$ cat src/hdl/rlmd_pkg.sv
// Shared types, constants and register indexes of the run-length line mask decoder.
// No dependencies; every other file refers into this package by scoped names.
package rlmd_pkg;

    localparam int ADDR_BITS  = 20;  // width of the internal frame address counters
    localparam int DEST_W     = 20;  // width of dest_address on the result port
    localparam int LEN_W      = 9;   // run length, 1..256
    localparam int PIX_W      = 16;
    localparam int CFG_IDX_W  = 3;
    localparam int CFG_DATA_W = 16;

    // register indexes on the configuration port
    typedef enum logic [CFG_IDX_W-1:0] {
        REG_CODE_END_OF_LINE = 3'd0,
        REG_CODE_FILL        = 3'd1,
        REG_CODE_SKIP        = 3'd2,
        REG_CODE_BLOCK       = 3'd3,
        REG_CODE_SOLO        = 3'd4,
        REG_LINE_STRIDE      = 3'd5,
        REG_MASK_LEVEL_BITS  = 3'd6,
        REG_FILTER_ENABLE    = 3'd7
    } rlmd_reg_t;

    // byte class as seen in the code position
    typedef enum logic [2:0] {
        CLS_EOL,
        CLS_FILL,
        CLS_SKIP,
        CLS_BLOCK,
        CLS_SOLO,
        CLS_LIT
    } rlmd_cls_t;

    typedef struct packed {
        logic [7:0] stream_byte;
        logic       start_of_frame;
    } rlmd_in_t;

    typedef struct packed {
        logic [DEST_W-1:0] dest_address;
        logic [LEN_W-1:0]  run_length;
        logic [PIX_W-1:0]  pixel_value;
        logic              write_flag;
    } rlmd_out_t;

    typedef struct packed {
        logic [7:0]  code_end_of_line;
        logic [7:0]  code_fill;
        logic [7:0]  code_skip;
        logic [7:0]  code_block;
        logic [7:0]  code_solo;
        logic [15:0] line_stride;
        logic [2:0]  mask_level_bits;
        logic        filter_enable;
    } rlmd_cfg_t;

    // one classified byte, as queued between front and back
    typedef struct packed {
        logic [7:0]       stream_byte;
        logic             start_of_frame;
        rlmd_cls_t        cls;
        logic [PIX_W-1:0] pixel;
    } rlmd_op_t;

    localparam rlmd_cfg_t CFG_RESET = '{
        code_end_of_line: 8'd0,
        code_fill:        8'd1,
        code_skip:        8'd2,
        code_block:       8'd3,
        code_solo:        8'd4,
        line_stride:      16'd320,
        mask_level_bits:  3'd0,
        filter_enable:    1'b0
    };

endpackage

$ cat src/hdl/rle_line_mask_decoder_top.sv
// Top level of the run-length line mask decoder: configuration registers plus
// front classifier, queue and back sequencer. Depends on rlmd_pkg, rlmd_front,
// rlmd_queue and rlmd_back.
//
//  Channel   Signals                              Moves
//  --------  -----------------------------------  ---------------------------------
//  byte      byte_valid/byte_ready/byte_item      one compressed stream byte + SOF
//  run       run_valid/run_ready/run_item         one run descriptor (addr,len,val,wr)
//  cfg       cfg_valid/cfg_ready/cfg_index/data   one register write request
//
// One byte request per cycle is sustained while run_ready stays high; a byte that
// yields a run is registered in the queue and then in the result register, from
// which its run request is offered. The rate is set by the back sequencer, which
// retires one queued byte per cycle whenever its result register is empty or
// being drained.
// Reset (rst_n low, asynchronous) empties the queue and result register and loads
// the register defaults: codes 0..4, stride 320, filter off.
// A stall on the run port holds the result register; the two-entry queue keeps
// taking bytes until it fills, then byte_ready drops. Config writes never stall.
module rle_line_mask_decoder_top (
    input  logic                                 clk,
    input  logic                                 rst_n,
    input  logic                                 byte_valid,
    output logic                                 byte_ready,
    input  rlmd_pkg::rlmd_in_t                   byte_item,
    output logic                                 run_valid,
    input  logic                                 run_ready,
    output rlmd_pkg::rlmd_out_t                  run_item,
    input  logic                                 cfg_valid,
    output logic                                 cfg_ready,
    input  logic [rlmd_pkg::CFG_IDX_W-1:0]       cfg_index,
    input  logic [rlmd_pkg::CFG_DATA_W-1:0]      cfg_data
);

    rlmd_pkg::rlmd_cfg_t cfg_reg, cfg_next;
    rlmd_pkg::rlmd_op_t  push_op, pop_op;
    logic push_valid, push_space;
    logic pop_valid, pop_ready;

    // register file; writes are always accepted
    assign cfg_ready = 1'b1;

    always_comb
    begin
        cfg_next = cfg_reg;
        if (cfg_valid)
        begin
            case (rlmd_pkg::rlmd_reg_t'(cfg_index))
                rlmd_pkg::REG_CODE_END_OF_LINE: cfg_next.code_end_of_line = cfg_data[7:0];
                rlmd_pkg::REG_CODE_FILL:        cfg_next.code_fill        = cfg_data[7:0];
                rlmd_pkg::REG_CODE_SKIP:        cfg_next.code_skip        = cfg_data[7:0];
                rlmd_pkg::REG_CODE_BLOCK:       cfg_next.code_block       = cfg_data[7:0];
                rlmd_pkg::REG_CODE_SOLO:        cfg_next.code_solo        = cfg_data[7:0];
                rlmd_pkg::REG_LINE_STRIDE:      cfg_next.line_stride      = cfg_data;
                rlmd_pkg::REG_MASK_LEVEL_BITS:  cfg_next.mask_level_bits  = cfg_data[2:0];
                rlmd_pkg::REG_FILTER_ENABLE:    cfg_next.filter_enable    = cfg_data[0];
                default:                        cfg_next = cfg_reg;
            endcase
        end
    end

    always_ff @(posedge clk or negedge rst_n)
    begin
        if (!rst_n)
            cfg_reg <= rlmd_pkg::CFG_RESET;
        else
            cfg_reg <= cfg_next;
    end

    // front: classify the byte against the code registers, form the pixel value
    rlmd_front u_front (
        .byte_valid (byte_valid),
        .byte_ready (byte_ready),
        .byte_item  (byte_item),
        .cfg        (cfg_reg),
        .push_valid (push_valid),
        .push_space (push_space),
        .push_op    (push_op)
    );

    // decouples the accept side from result-port stalls
    rlmd_queue u_queue (
        .clk        (clk),
        .rst_n      (rst_n),
        .push_valid (push_valid),
        .push_space (push_space),
        .push_op    (push_op),
        .pop_valid  (pop_valid),
        .pop_ready  (pop_ready),
        .pop_op     (pop_op)
    );

    // back: decode state, address tracking and the result register
    rlmd_back u_back (
        .clk       (clk),
        .rst_n     (rst_n),
        .cfg       (cfg_reg),
        .pop_valid (pop_valid),
        .pop_ready (pop_ready),
        .pop_op    (pop_op),
        .run_valid (run_valid),
        .run_ready (run_ready),
        .run_item  (run_item)
    );

endmodule

$ cat src/hdl/rlmd_front.sv
// Front end: accepts stream bytes, matches them against the code registers and
// forms the pixel value. Depends on rlmd_pkg.
module rlmd_front (
    input  logic                 byte_valid,
    output logic                 byte_ready,
    input  rlmd_pkg::rlmd_in_t   byte_item,
    input  rlmd_pkg::rlmd_cfg_t  cfg,
    output logic                 push_valid,
    input  logic                 push_space,
    output rlmd_pkg::rlmd_op_t   push_op
);

    logic [7:0]  b;
    logic [3:0]  shift_s;
    logic [7:0]  hi_bits;
    logic [11:0] lvl_wide;
    logic [7:0]  low_mask;
    rlmd_pkg::rlmd_cls_t cls;

    assign b = byte_item.stream_byte;

    // priority order: end-of-line, fill, skip, block, solo
    always_comb
    begin
        if (b == cfg.code_end_of_line)
            cls = rlmd_pkg::CLS_EOL;
        else if (b == cfg.code_fill)
            cls = rlmd_pkg::CLS_FILL;
        else if (b == cfg.code_skip)
            cls = rlmd_pkg::CLS_SKIP;
        else if (b == cfg.code_block)
            cls = rlmd_pkg::CLS_BLOCK;
        else if (b == cfg.code_solo)
            cls = rlmd_pkg::CLS_SOLO;
        else
            cls = rlmd_pkg::CLS_LIT;
    end

    // level = ((v >> (8-m)) * 16) >> m, always below 16; index = v & (0xFF >> m)
    assign shift_s  = 4'd8 - {1'b0, cfg.mask_level_bits};
    assign hi_bits  = b >> shift_s;
    assign lvl_wide = {hi_bits, 4'b0000} >> cfg.mask_level_bits;
    assign low_mask = 8'hFF >> cfg.mask_level_bits;

    always_comb
    begin
        push_op.stream_byte    = b;
        push_op.start_of_frame = byte_item.start_of_frame;
        push_op.cls            = cls;
        if (cfg.filter_enable)
            push_op.pixel = {4'b0000, lvl_wide[3:0], b & low_mask};
        else
            push_op.pixel = {8'h00, b};
    end

    assign byte_ready = push_space;
    assign push_valid = byte_valid;

endmodule

$ cat src/hdl/rlmd_queue.sv
// Two-entry queue of classified bytes between front and back.
// Depends on rlmd_pkg.
module rlmd_queue (
    input  logic               clk,
    input  logic               rst_n,
    input  logic               push_valid,
    output logic               push_space,
    input  rlmd_pkg::rlmd_op_t push_op,
    output logic               pop_valid,
    input  logic               pop_ready,
    output rlmd_pkg::rlmd_op_t pop_op
);

    rlmd_pkg::rlmd_op_t entry_reg [2];
    logic       wr_ptr_reg, wr_ptr_next;
    logic       rd_ptr_reg, rd_ptr_next;
    logic [1:0] count_reg, count_next;
    logic       do_push, do_pop;

    assign push_space = (count_reg != 2'd2);
    assign pop_valid  = (count_reg != 2'd0);
    assign pop_op     = entry_reg[rd_ptr_reg];
    assign do_push    = push_valid && push_space;
    assign do_pop     = pop_valid && pop_ready;

    always_comb
    begin
        wr_ptr_next = do_push ? ~wr_ptr_reg : wr_ptr_reg;
        rd_ptr_next = do_pop  ? ~rd_ptr_reg : rd_ptr_reg;
        count_next  = count_reg + {1'b0, do_push} - {1'b0, do_pop};
    end

    always_ff @(posedge clk or negedge rst_n)
    begin
        if (!rst_n)
        begin
            wr_ptr_reg <= 1'b0;
            rd_ptr_reg <= 1'b0;
            count_reg  <= 2'd0;
        end
        else
        begin
            wr_ptr_reg <= wr_ptr_next;
            rd_ptr_reg <= rd_ptr_next;
            count_reg  <= count_next;
        end
    end

    always_ff @(posedge clk)
    begin
        if (do_push)
            entry_reg[wr_ptr_reg] <= push_op;
    end

endmodule

$ cat src/hdl/rlmd_back.sv
// Back end: decode sequencer holding phase, cursor and line start; emits one run
// descriptor per output-producing byte into a result register. Depends on rlmd_pkg.
module rlmd_back (
    input  logic                 clk,
    input  logic                 rst_n,
    input  rlmd_pkg::rlmd_cfg_t  cfg,
    input  logic                 pop_valid,
    output logic                 pop_ready,
    input  rlmd_pkg::rlmd_op_t   pop_op,
    output logic                 run_valid,
    input  logic                 run_ready,
    output rlmd_pkg::rlmd_out_t  run_item
);

    typedef enum logic [2:0] {
        PH_CODE,
        PH_COUNT,
        PH_FILLV,
        PH_BLOCK,
        PH_SOLO
    } phase_t;

    typedef enum logic [1:0] {
        PC_FILL,
        PC_SKIP,
        PC_BLOCK
    } pend_t;

    localparam int AW = rlmd_pkg::ADDR_BITS;
    localparam int LW = rlmd_pkg::LEN_W;

    phase_t  phase_reg, phase_next, phase_eff;
    pend_t   pend_reg, pend_next;
    logic [LW-1:0] rem_reg, rem_next, rem_eff, rem_dec;
    logic [AW-1:0] cursor_reg, cursor_next, cursor_eff;
    logic [AW-1:0] line_reg, line_next, line_eff, line_adv;
    logic          out_valid_reg, out_valid_next;
    rlmd_pkg::rlmd_out_t out_reg, out_next;

    logic          take, emit, wr;
    logic [LW-1:0] len;
    logic [rlmd_pkg::PIX_W-1:0] val;
    logic [LW-1:0] cnt;

    assign pop_ready = !out_valid_reg || run_ready;
    assign take      = pop_valid && pop_ready;
    assign run_valid = out_valid_reg;
    assign run_item  = out_reg;

    // start of frame drops any open sequence and rewinds to address zero
    assign phase_eff  = pop_op.start_of_frame ? PH_CODE : phase_reg;
    assign rem_eff    = pop_op.start_of_frame ? '0 : rem_reg;
    assign cursor_eff = pop_op.start_of_frame ? '0 : cursor_reg;
    assign line_eff   = pop_op.start_of_frame ? '0 : line_reg;
    assign line_adv   = line_eff + AW'(cfg.line_stride);
    assign cnt        = {1'b0, pop_op.stream_byte} + LW'(1);
    assign rem_dec    = (rem_eff != '0) ? rem_eff - LW'(1) : '0;

    always_comb
    begin
        phase_next = phase_eff;
        pend_next  = pend_reg;
        rem_next   = rem_eff;
        line_next  = line_eff;
        emit = 1'b0;
        len  = LW'(1);
        val  = pop_op.pixel;
        wr   = 1'b1;
        cursor_next = cursor_eff;
        case (phase_eff)
            PH_COUNT:
            begin
                if (pend_reg == PC_SKIP)
                begin
                    emit       = 1'b1;
                    len        = cnt;
                    val        = '0;
                    wr         = 1'b0;
                    phase_next = PH_CODE;
                end
                else
                begin
                    rem_next   = cnt;
                    phase_next = (pend_reg == PC_BLOCK) ? PH_BLOCK : PH_FILLV;
                end
            end
            PH_FILLV:
            begin
                emit       = 1'b1;
                len        = (rem_eff == '0) ? LW'(1) : rem_eff;
                rem_next   = '0;
                phase_next = PH_CODE;
            end
            PH_BLOCK:
            begin
                emit     = 1'b1;
                rem_next = rem_dec;
                if (rem_dec == '0)
                    phase_next = PH_CODE;
            end
            PH_SOLO:
            begin
                emit       = 1'b1;
                phase_next = PH_CODE;
            end
            default:
            begin
                phase_next = PH_CODE;
                case (pop_op.cls)
                    rlmd_pkg::CLS_EOL:
                    begin
                        line_next   = line_adv;
                        cursor_next = line_adv;
                    end
                    rlmd_pkg::CLS_FILL:
                    begin
                        pend_next  = PC_FILL;
                        phase_next = PH_COUNT;
                    end
                    rlmd_pkg::CLS_SKIP:
                    begin
                        pend_next  = PC_SKIP;
                        phase_next = PH_COUNT;
                    end
                    rlmd_pkg::CLS_BLOCK:
                    begin
                        pend_next  = PC_BLOCK;
                        phase_next = PH_COUNT;
                    end
                    rlmd_pkg::CLS_SOLO:
                        phase_next = PH_SOLO;
                    default:
                        emit = 1'b1;
                endcase
            end
        endcase
        if (emit)
            cursor_next = cursor_eff + AW'(len);

        out_next.dest_address = rlmd_pkg::DEST_W'(cursor_eff);
        out_next.run_length   = len;
        out_next.pixel_value  = val;
        out_next.write_flag   = wr;

        if (take && emit)
            out_valid_next = 1'b1;
        else if (run_ready)
            out_valid_next = 1'b0;
        else
            out_valid_next = out_valid_reg;
    end

    always_ff @(posedge clk or negedge rst_n)
    begin
        if (!rst_n)
        begin
            phase_reg     <= PH_CODE;
            pend_reg      <= PC_FILL;
            rem_reg       <= '0;
            cursor_reg    <= '0;
            line_reg      <= '0;
            out_valid_reg <= 1'b0;
            out_reg       <= '0;
        end
        else
        begin
            out_valid_reg <= out_valid_next;
            if (take)
            begin
                phase_reg  <= phase_next;
                pend_reg   <= pend_next;
                rem_reg    <= rem_next;
                cursor_reg <= cursor_next;
                line_reg   <= line_next;
                if (emit)
                    out_reg <= out_next;
            end
        end
    end

endmodule
$ cat config.mk
export PLATFORM = sky130hd
export DESIGN_NAME = rle_line_mask_decoder_top
export DESIGN_NICKNAME = d
export VERILOG_FILES = /design/src/hdl/rlmd_pkg.sv /design/src/hdl/rle_line_mask_decoder_top.sv /design/src/hdl/rlmd_front.sv /design/src/hdl/rlmd_queue.sv /design/src/hdl/rlmd_back.sv
export SDC_FILE = /design/constraint.sdc
export NUM_CORES = 1
export LEC_CHECK = 0
export BUFFER_PORTS_ARGS = -buffer_cell sky130_fd_sc_hd__buf_2
export CORE_MARGIN = 2
export CORE_UTILIZATION = 60
export DETAILED_ROUTE_END_ITERATION = 10
export PLACE_DENSITY_LB_ADDON = 0.3
export SYNTH_ARGS = -nofsm -noshare
export SYNTH_HDL_FRONTEND = slang
export SYNTH_SLANG_ARGS = --single-unit
$ cat constraint.sdc
create_clock -name clk -period 7.45 [get_ports clk]
set_clock_uncertainty 0.1 [all_clocks]
set_input_delay 0 -clock clk [delete_from_list [all_inputs] [get_ports clk]]
set_output_delay 0 -clock clk [all_outputs]
set_load 0.005 [all_outputs]
==> results by group, run 1 <==
Hold path
  – Hold Crit Start: byte_item[0]
  – HP Class: input port to register

Worst setup path
  – CP required: 7.75 ns
  – CP top delay family: compound AO/OA/AOI/OAI gates
  – CP bufs+invs: 1
  – Max FO, Critical Path: 10
  – Crit-path max cell delay: 0.50 ns
  – Critical path launch point type: register
  – Crit. End Element: register
  – Slowest-stage cell, CP: nor3_1
  – CP Class: register to register
  – Worst-path cell chain: mux2i_4 > nand2_1 > ha_1 > o21a_1 > nor3_1 > a22oi_1 > inv_1 > ha_1 > a211oi_1 > nor2_1 > o31ai_1 > a21oi_1 > xnor2_1 > a21o_1 > a211o_1
  – Cell mode on critical path: ha_1
  – Worst setup path start: u_queue.rd_ptr_reg$_DFFE_PN0P_
  – Critical R2R Launch: u_queue.rd_ptr_reg$_DFFE_PN0P_
  – Critical path arrival: 5.00 ns

Cells and area
  – Post-route non-filler standard cell count: 1440
  – P&R area growth vs syn: 13.28%
  – Largest register FFs: 60
  – Most common cell after layout, fill and taps aside: dfrtp_1
  – Commonest non-fill, non-tap cells in the layout: dfrtp_1, nand2_1, mux2_2
  – Nets@finish: 1260
  – Ant. Diodes: 0
  – Fill cells: 1428
  – Fraction of layout cells with a size suffix above 1: 0.1866

Floorplanning
  – Die W: 142.7 um
  – IO Pins: 82
  – Die Ht: 142.7 um
  – Initial Utilization: 0.6149
  – Core area: around 19000 sq um
  – Total die area: 20360 sq um
  – Row count: 50

GRT
  – Remaining Overflow, GRT: 0
  – Initial antenna violation count: 0
  – Vias in the first global route: between 8000 and 9000
  – Total Routing Usage GR: 0.2745
  – First-pass GRT wire length: about 45 mm
  – Pin count of the biggest net entering global routing: 70

STA
  – Endpoints failing setup: 0
  – Post-route setup TNS: 0 ns
  – Peak Freq: 0.2127 GHz
  – Max Slew Vio Count: 0
  – Slew HR: 0.2227
  – Final period util: 0.6311
  – Worst slew pin tran: ~1.2 ns
  – Final Hold Vio Count: 0
  – Minimum clock period: 4.702 ns
  – RSZ-0062 raised after global routing: no

Drt
  – DR vias: 8961
  – Drt first pass iters: 6
  – DR iter-0 viols: around 880
  – WL/cell: just under 20 um
  – Residual DRC: 0
  – DRT antenna net count: 0
  – Final wirelength: 27.68 mm
  – Vias/cell: 6.223

Clock tree
  – CTS clk-pin slew, worst paths: ~0.06 ns
  – H-tree depth: 1
  – CTS Buffer Depth: 3
  – CTS Buf Count: 23
  – Clk_lat worst skew: 0.51 ns
  – Clock sinks: 207
  – CTS tree: yes
  – Cts repair resizes: 0
  – CTS root buffer: clkbuf_16

Logic synthesis
  – Top post-synthesis cells by area: dfrtp_1, edfxtp_1, mux2_2
  – Syn avg cell area: 10.41 sq um
  – Asr flop ratio synth: 0.7778
  – Mapped Area: 11540 sq um
  – Yosys top cell by area: dfrtp_1
  – Sequential share of the synthesized area: 0.4696
  – Post-synth top area share: 0.3339
  – Seq cells post-synth: 207
  – Post-synth cell types: 76
  – Post-Syn Instances: roughly 1100
  – Post-synth EDFFs: 46
  – Syn. warnings: 0
  – Ys flop type: dfrtp_1

Pwr
  – PwrDens: 334.0 nW/um^2
  – Maximum vdd drop: ~0.0002 V
  – Pleak: 5.763 nW
  – Final Power: 4.366 mW

Placement
  – RePlAce Congestion: 0.9510
  – Port-buffer cells: 76
  – DP HPWL: approximately 19 mm
  – Placed Cells incl. Taps: 1367

Outcome
  – Run status: complete, no violations

Job
  – MaxCap Viol Count: 0
==> metrics by stage <==
step / hold WS (ns) / setup WS (ns) / util / area (sq um)
2_1_floorplan: -0.3956 / 2.755 / - / 11550
3_3_place_gp: -0.1288 / 2.992 / 0.6395 / 12000
4_1_cts: 0.1410 / 2.843 / 0.6965 / 13070
3_5_place_dp: -0.1253 / 2.867 / 0.6395 / 12000
6_report: 0.1629 / 2.748 / 0.6965 / 13070
5_1_grt: 0.1585 / 2.378 / 0.6965 / 13070
==> synthesized netlist by cell type, types with 6 or more instances <==
cell and count:
dfrtp_1 154, nand2_1 127, mux2_2 79, o21ai_0 64
nor2_1 61, edfxtp_1 46, xnor2_1 42, a21oi_1 41
clkbuf_1 36, ha_1 33, xor2_1 32, mux2i_1 29
and2_1 26, inv_1 25, nand3_1 20, nor3_1 20
a21o_1 18, a22o_1 17, o31ai_1 17, nand4_1 16
a211oi_1 15, buf_2 13, nor4_1 12, a31oi_1 10
nor2b_1 10, a22oi_1 9, buf_4 9, and3_1 8
o21a_1 8, a21boi_0 7, dfstp_2 7, o211ai_1 6
==> per-layer routing <==
layer,track usage,routed length (um)
met1,0.4064,12470
met2,0.4276,12500
met3,0.04091,2075
met4,0.07087,632
met5,0,0
==> what timing repair did <==
item / CTS / global route
setup buffers: 0 / 0
hold buffers: 34 / 0
endpoints found under the hold margin: 145 / 0
==> power by group <==
part	internal (mW)	switching [mW]	total [mW]
sequential	1.46	0.211	1.67
combinational	0.625	0.977	1.60
clock	0.653	0.439	1.09
==> final timing paths <==
path	endpoint	cells after the start	slack [ns]
max in group asynchronous	u_back.run_item[22]$_DFFE_PN0P_	5	5.32
worst max register to register	u_back.cursor_reg[9]$_DFFE_PN0P_	15	2.75
worst min register to register	u_back.run_item[17]$_DFFE_PN0P_	2	0.37
worst max-delay path	u_back.cursor_reg[9]$_DFFE_PN0P_	15	2.75
worst min-delay path	u_queue.entry_reg[0][15]$_DFFE_PP_	2	0.16
min in group asynchronous	cfg_reg[28]$_DFFE_PN1P_	3	0.51
==> worst register-to-register path: stages, from the launching register on <==
cell	delay [ns]
dfrtp_1	0.44
mux2i_4	0.33
nand2_1	0.17
ha_1	0.32
o21a_1	0.25
nor3_1	0.50
a22oi_1	0.25
inv_1	0.11
ha_1	0.24
a211oi_1	0.24
nor2_1	0.11
o31ai_1	0.44
a21oi_1	0.37
xnor2_1	0.22
a21o_1	0.20
a211o_1	0.28
==> layout make-up <==
cell class / count / area, sq um / area share
Tap cell: 234 / 292.8 / 0.02240
Sequential cell: 207 / 5419 / 0.4145
Multi-Input combinational cell: 814 / 5731 / 0.4384
Inverter: 26 / 97.59 / 0.007466
Clock buffer: 32 / 629.4 / 0.04814
Timing Repair Buffer: 120 / 819.5 / 0.06269
Clock inverter: 7 / 83.83 / 0.006413
==> cells by family (layout without fill, tap and decap cells) <==
kind of cell,count (synthesis),after routing,synth area share
fa+ha+maj,35,35,0.03925
buf+inv,91,185,0.03654
simple gates,328,328,0.1381
flops,207,207,0.4696
xor+xnor,74,74,0.05616
mux,110,110,0.1054
compound gates,262,262,0.1543
other cells,2,5,0.0006508
Note: power is estimated with default switching activity, not from simulation.
==> run 2: changes to the inputs <==
--- a/config.mk
+++ b/config.mk
@@ -5,6 +5,7 @@
 export SDC_FILE = /design/constraint.sdc
 export NUM_CORES = 1
 export LEC_CHECK = 0
+export ABC_AREA = 1
 export BUFFER_PORTS_ARGS = -buffer_cell sky130_fd_sc_hd__buf_2
 export CORE_MARGIN = 2
 export CORE_UTILIZATION = 60
==> constraint.sdc (replaced) <==
create_clock -name clk -period 4.7 [get_ports clk]
set_clock_uncertainty 0.1 [all_clocks]
set_input_delay 0 -clock clk [delete_from_list [all_inputs] [get_ports clk]]
set_output_delay 0 -clock clk [all_outputs]
set_load 0.005 [all_outputs]
==> run 2 against run 1 <==
Net effect:
- maximum frequency is 13% higher
- via count grew 17%
- clock-buffer cell count decreased by 1
- sequential share of layout area shrank 1.6 points
- cell area up 4.0%
- cell count is 31% higher
- power grew 90%
- global-route usage rose by 0.60 points
- critical path type unchanged
- critical endpoint is now u_back.cursor_reg[10]$_DFFE_PN0P_
==> results by group, run 2 <==
STA
  – Post-route setup TNS: 0 ns
  – Peak Freq: 0.2403 GHz
  – Final period util: 0.8853
  – Endpoints failing setup: 0
  – Worst slew pin tran: 1.164 ns
  – Final worst slack: 0.5392 ns
  – Slew HR: 0.2234
  – Max Slew Vio Count: 0
  – Minimum clock period: 4.161 ns
  – Final Hold Vio Count: 0
  – RSZ-0062 raised after global routing: no

Cells and area
  – P&R area growth vs syn: 13.81%
  – Fill cells: 1586
  – Final Core Density: 0.6965
  – Largest register FFs: 60
  – Commonest non-fill, non-tap cells in the layout: nand2_1, dfrtp_1, inv_1
  – Nets@finish: 1670
  – Fraction of layout cells with a size suffix above 1: 0.1149
  – Ant. Diodes: 0
  – Most common cell after layout, fill and taps aside: nand2_1
  – Fin area: 13600 sq um

Drt
  – DR iter-0 viols: 1010
  – Residual DRC: 0
  – DRT antenna net count: 0
  – Vias/cell: 5.585
  – WL/cell: roughly 16 um
  – DR vias: ~11000
  – Drt first pass iters: 5
  – Final wirelength: 29.86 mm

Clock tree
  – Clock sinks: 207
  – CTS Buf Count: 23
  – Clk_lat worst skew: 0.52 ns
  – CTS Buffer Depth: 3
  – H-tree depth: 1
  – CTS root buffer: clkbuf_16
  – CTS clk-pin slew, worst paths: 0.06 ns
  – CTS tree: yes

Floorplanning
  – Total die area: 21060 sq um
  – IO Pins: between 80 and 90
  – Initial Utilization: 0.6119
  – Die W: between 100 and 150 um
  – Row count: 51
  – Die Ht: 145.1 um
  – Core area: between 15000 and 20000 sq um

Logic synthesis
  – Syn avg cell area: 7.913 sq um
  – Top post-synthesis cells by area: dfrtp_1, nand2_1, edfxtp_1
  – Post-synth cell types: 57
  – Ys flop type: dfrtp_1
  – Syn. warnings: 0
  – Seq cells post-synth: ~210
  – Synth Area in Adders: 0.03791
  – Mux contribution to synthesized area: 0.01759
  – Mapped Area: 11950 sq um
  – Area fraction in compound gates after synthesis: 0.1370
  – Post-Syn Instances: 1510
  – Largest family of logic cells by synthesized area: simple AND/OR/NAND/NOR gates
  – Top cells by count, synth: nand2_1, dfrtp_1, inv_1, o21ai_0, nor2_1
  – Asr flop ratio synth: 0.7778
  – Post-synth EDFFs: 46
  – Sequential share of the synthesized area: 0.4535
  – Most numerous cell in the Yosys netlist: nand2_1
  – Yosys top cell by area: dfrtp_1
  – Post-synth top area share: 0.3225
  – Synth Area in Simple Gates: 0.2442
  – Xor and xnor area share after synthesis: 0.03372

Worst setup path
  – FF-to-FF setup slack: 0.54 ns
  – CP required: 5.05 ns
  – Max FO, Critical Path: 16
  – Critical path launch point type: register
  – Critical path arrival: 4.51 ns
  – Crit. End Element: register
  – CP Class: register to register

Placement
  – Dpl ws: 0.3243 ns
  – Placed cell area: 12470 sq um
  – DP HPWL: 20.33 mm
  – RePlAce Congestion: 0.9419
  – Port-buffer cells: 76

Outcome
  – Run status: complete, no violations

Job
  – MaxCap Viol Count: 0

Pwr
  – Maximum vdd drop: between 0.0003 and 0.0004 V
  – Pleak: 6.652 nW
  – Switching share of power: 0.4266
  – Total net switching power: 3.545 mW
  – Comb power frac: 0.453
  – Pint: 4.765 mW
  – Final Power: 8.310 mW
  – PwrDens: 611.0 nW/um^2
  – Clock power share: 0.212
  – Flop pwr share: 0.335

GRT
  – Initial antenna violation count: 0
  – Pin count of the biggest net entering global routing: slightly below 70
  – Vias in the first global route: 9672
  – First-pass GRT wire length: slightly below 50 mm
  – Total Routing Usage GR: 0.2806
  – Remaining Overflow, GRT: 0

Hold path
  – HP Class: input port to register
==> run 2: cell count changes after synthesis, sizes merged, moves of 41 or more <==
cell / previous run / this run
a21oi: 41 / 82
nand2: 127 / 415
nor2: 61 / 134
o21ai: 68 / 151
nand3: 20 / 78
inv: 26 / 156
mux2: 79 / 8
==> run 2: cells by family (layout without fill, tap and decap cells) <==
family,count (synthesis),after routing
xor+xnor,46,46
mux,20,20
fa+ha+maj,35,35
other cells,2,5
simple gates,687,687
compound gates,295,295
flops,207,207
buf+inv,218,324
==> run 2: final cells by class <==
class	instances	area (sq um)	share of cell area
repair buffers	123	849.6	0.06247
clock inverters	11	107.6	0.007912
flip-flops and latches	207	5420	0.3986
inverters	159	599.3	0.04407
clock buffers	31	635.6	0.04674
well taps	265	331.6	0.02438
multi-input cells	1088	5655	0.4159
==> run 2: metal layers <==
metal / global-route usage / vias up / share of wire
li1: - / 5148 / -
met1: 0.4224 / 4926 / 0.46
met2: 0.4283 / 402 / 0.44
met3: 0.04434 / 47 / 0.079
met4: 0.06765 / 0 / 0.020
met5: 0 / - / 0
==> run 2: worst paths after layout <==
| kind | from | endpoint | cells after the start |
|---|---|---|---|
| min reg2reg | u_back.run_item[36]$_DFFE_PN0P_ | u_back.run_item[36]$_DFFE_PN0P_ | 2 |
| max | u_queue.rd_ptr_reg$_DFFE_PN0P_ | u_back.cursor_reg[10]$_DFFE_PN0P_ | 19 |
| max reg2reg | u_queue.rd_ptr_reg$_DFFE_PN0P_ | u_back.cursor_reg[10]$_DFFE_PN0P_ | 19 |
| max in group asynchronous | rst_n | u_back.rem_reg[1]$_DFFE_PN0P_ | 4 |
| min | byte_item[0] | u_queue.entry_reg[1][15]$_DFFE_PP_ | 2 |
| min in group asynchronous | rst_n | cfg_reg[12]$_DFFE_PN1P_ | 3 |
==> run 2: through the flow <==
stage / hold WS [ns] / instances
after floorplan: -0.3956 / 1513
after global placement: -0.1154 / 1805
after detailed placement: -0.1147 / 1805
after CTS: 0.1114 / 1884
after global routing: 0.1260 / 1884
final: 0.1252 / 1884
==> run 2: critical path, cell delays in order, from the launching register on <==
cell,delay (ns)
dfrtp_2,0.54
inv_4,0.18
nand2_1,0.07
nand2_1,0.41
nand3_1,0.26
nor2_1,0.27
nand2_1,0.08
o211ai_1,0.13
ha_1,0.25
inv_1,0.09
fa_1,0.40
o21ai_0,0.30
nand2_1,0.12
o21ai_1,0.23
nand2_1,0.11
nand2_1,0.11
o21ai_0,0.09
nand3_1,0.08
o21ai_0,0.10
a21oi_1,0.17
==> run 2: power groups by stage <==
stage	clock (mW)	sequential [mW]	combinational, mW
6_report	1.76	2.78	3.76
5_1_grt	1.87	2.86	4.27
4_1_cts	1.79	2.78	3.73
3_5_place_dp	0	2.80	3.67
3_3_place_gp	0	2.79	3.60
2_1_floorplan	0	2.72	2.81
==> run 2: repair_timing <==
action,CTS,global route
endpoints found under the setup margin,0,4
resized for setup,0,2
buffers inserted,0,0
hold buffers,37,0
hold endpoints to repair,183,0
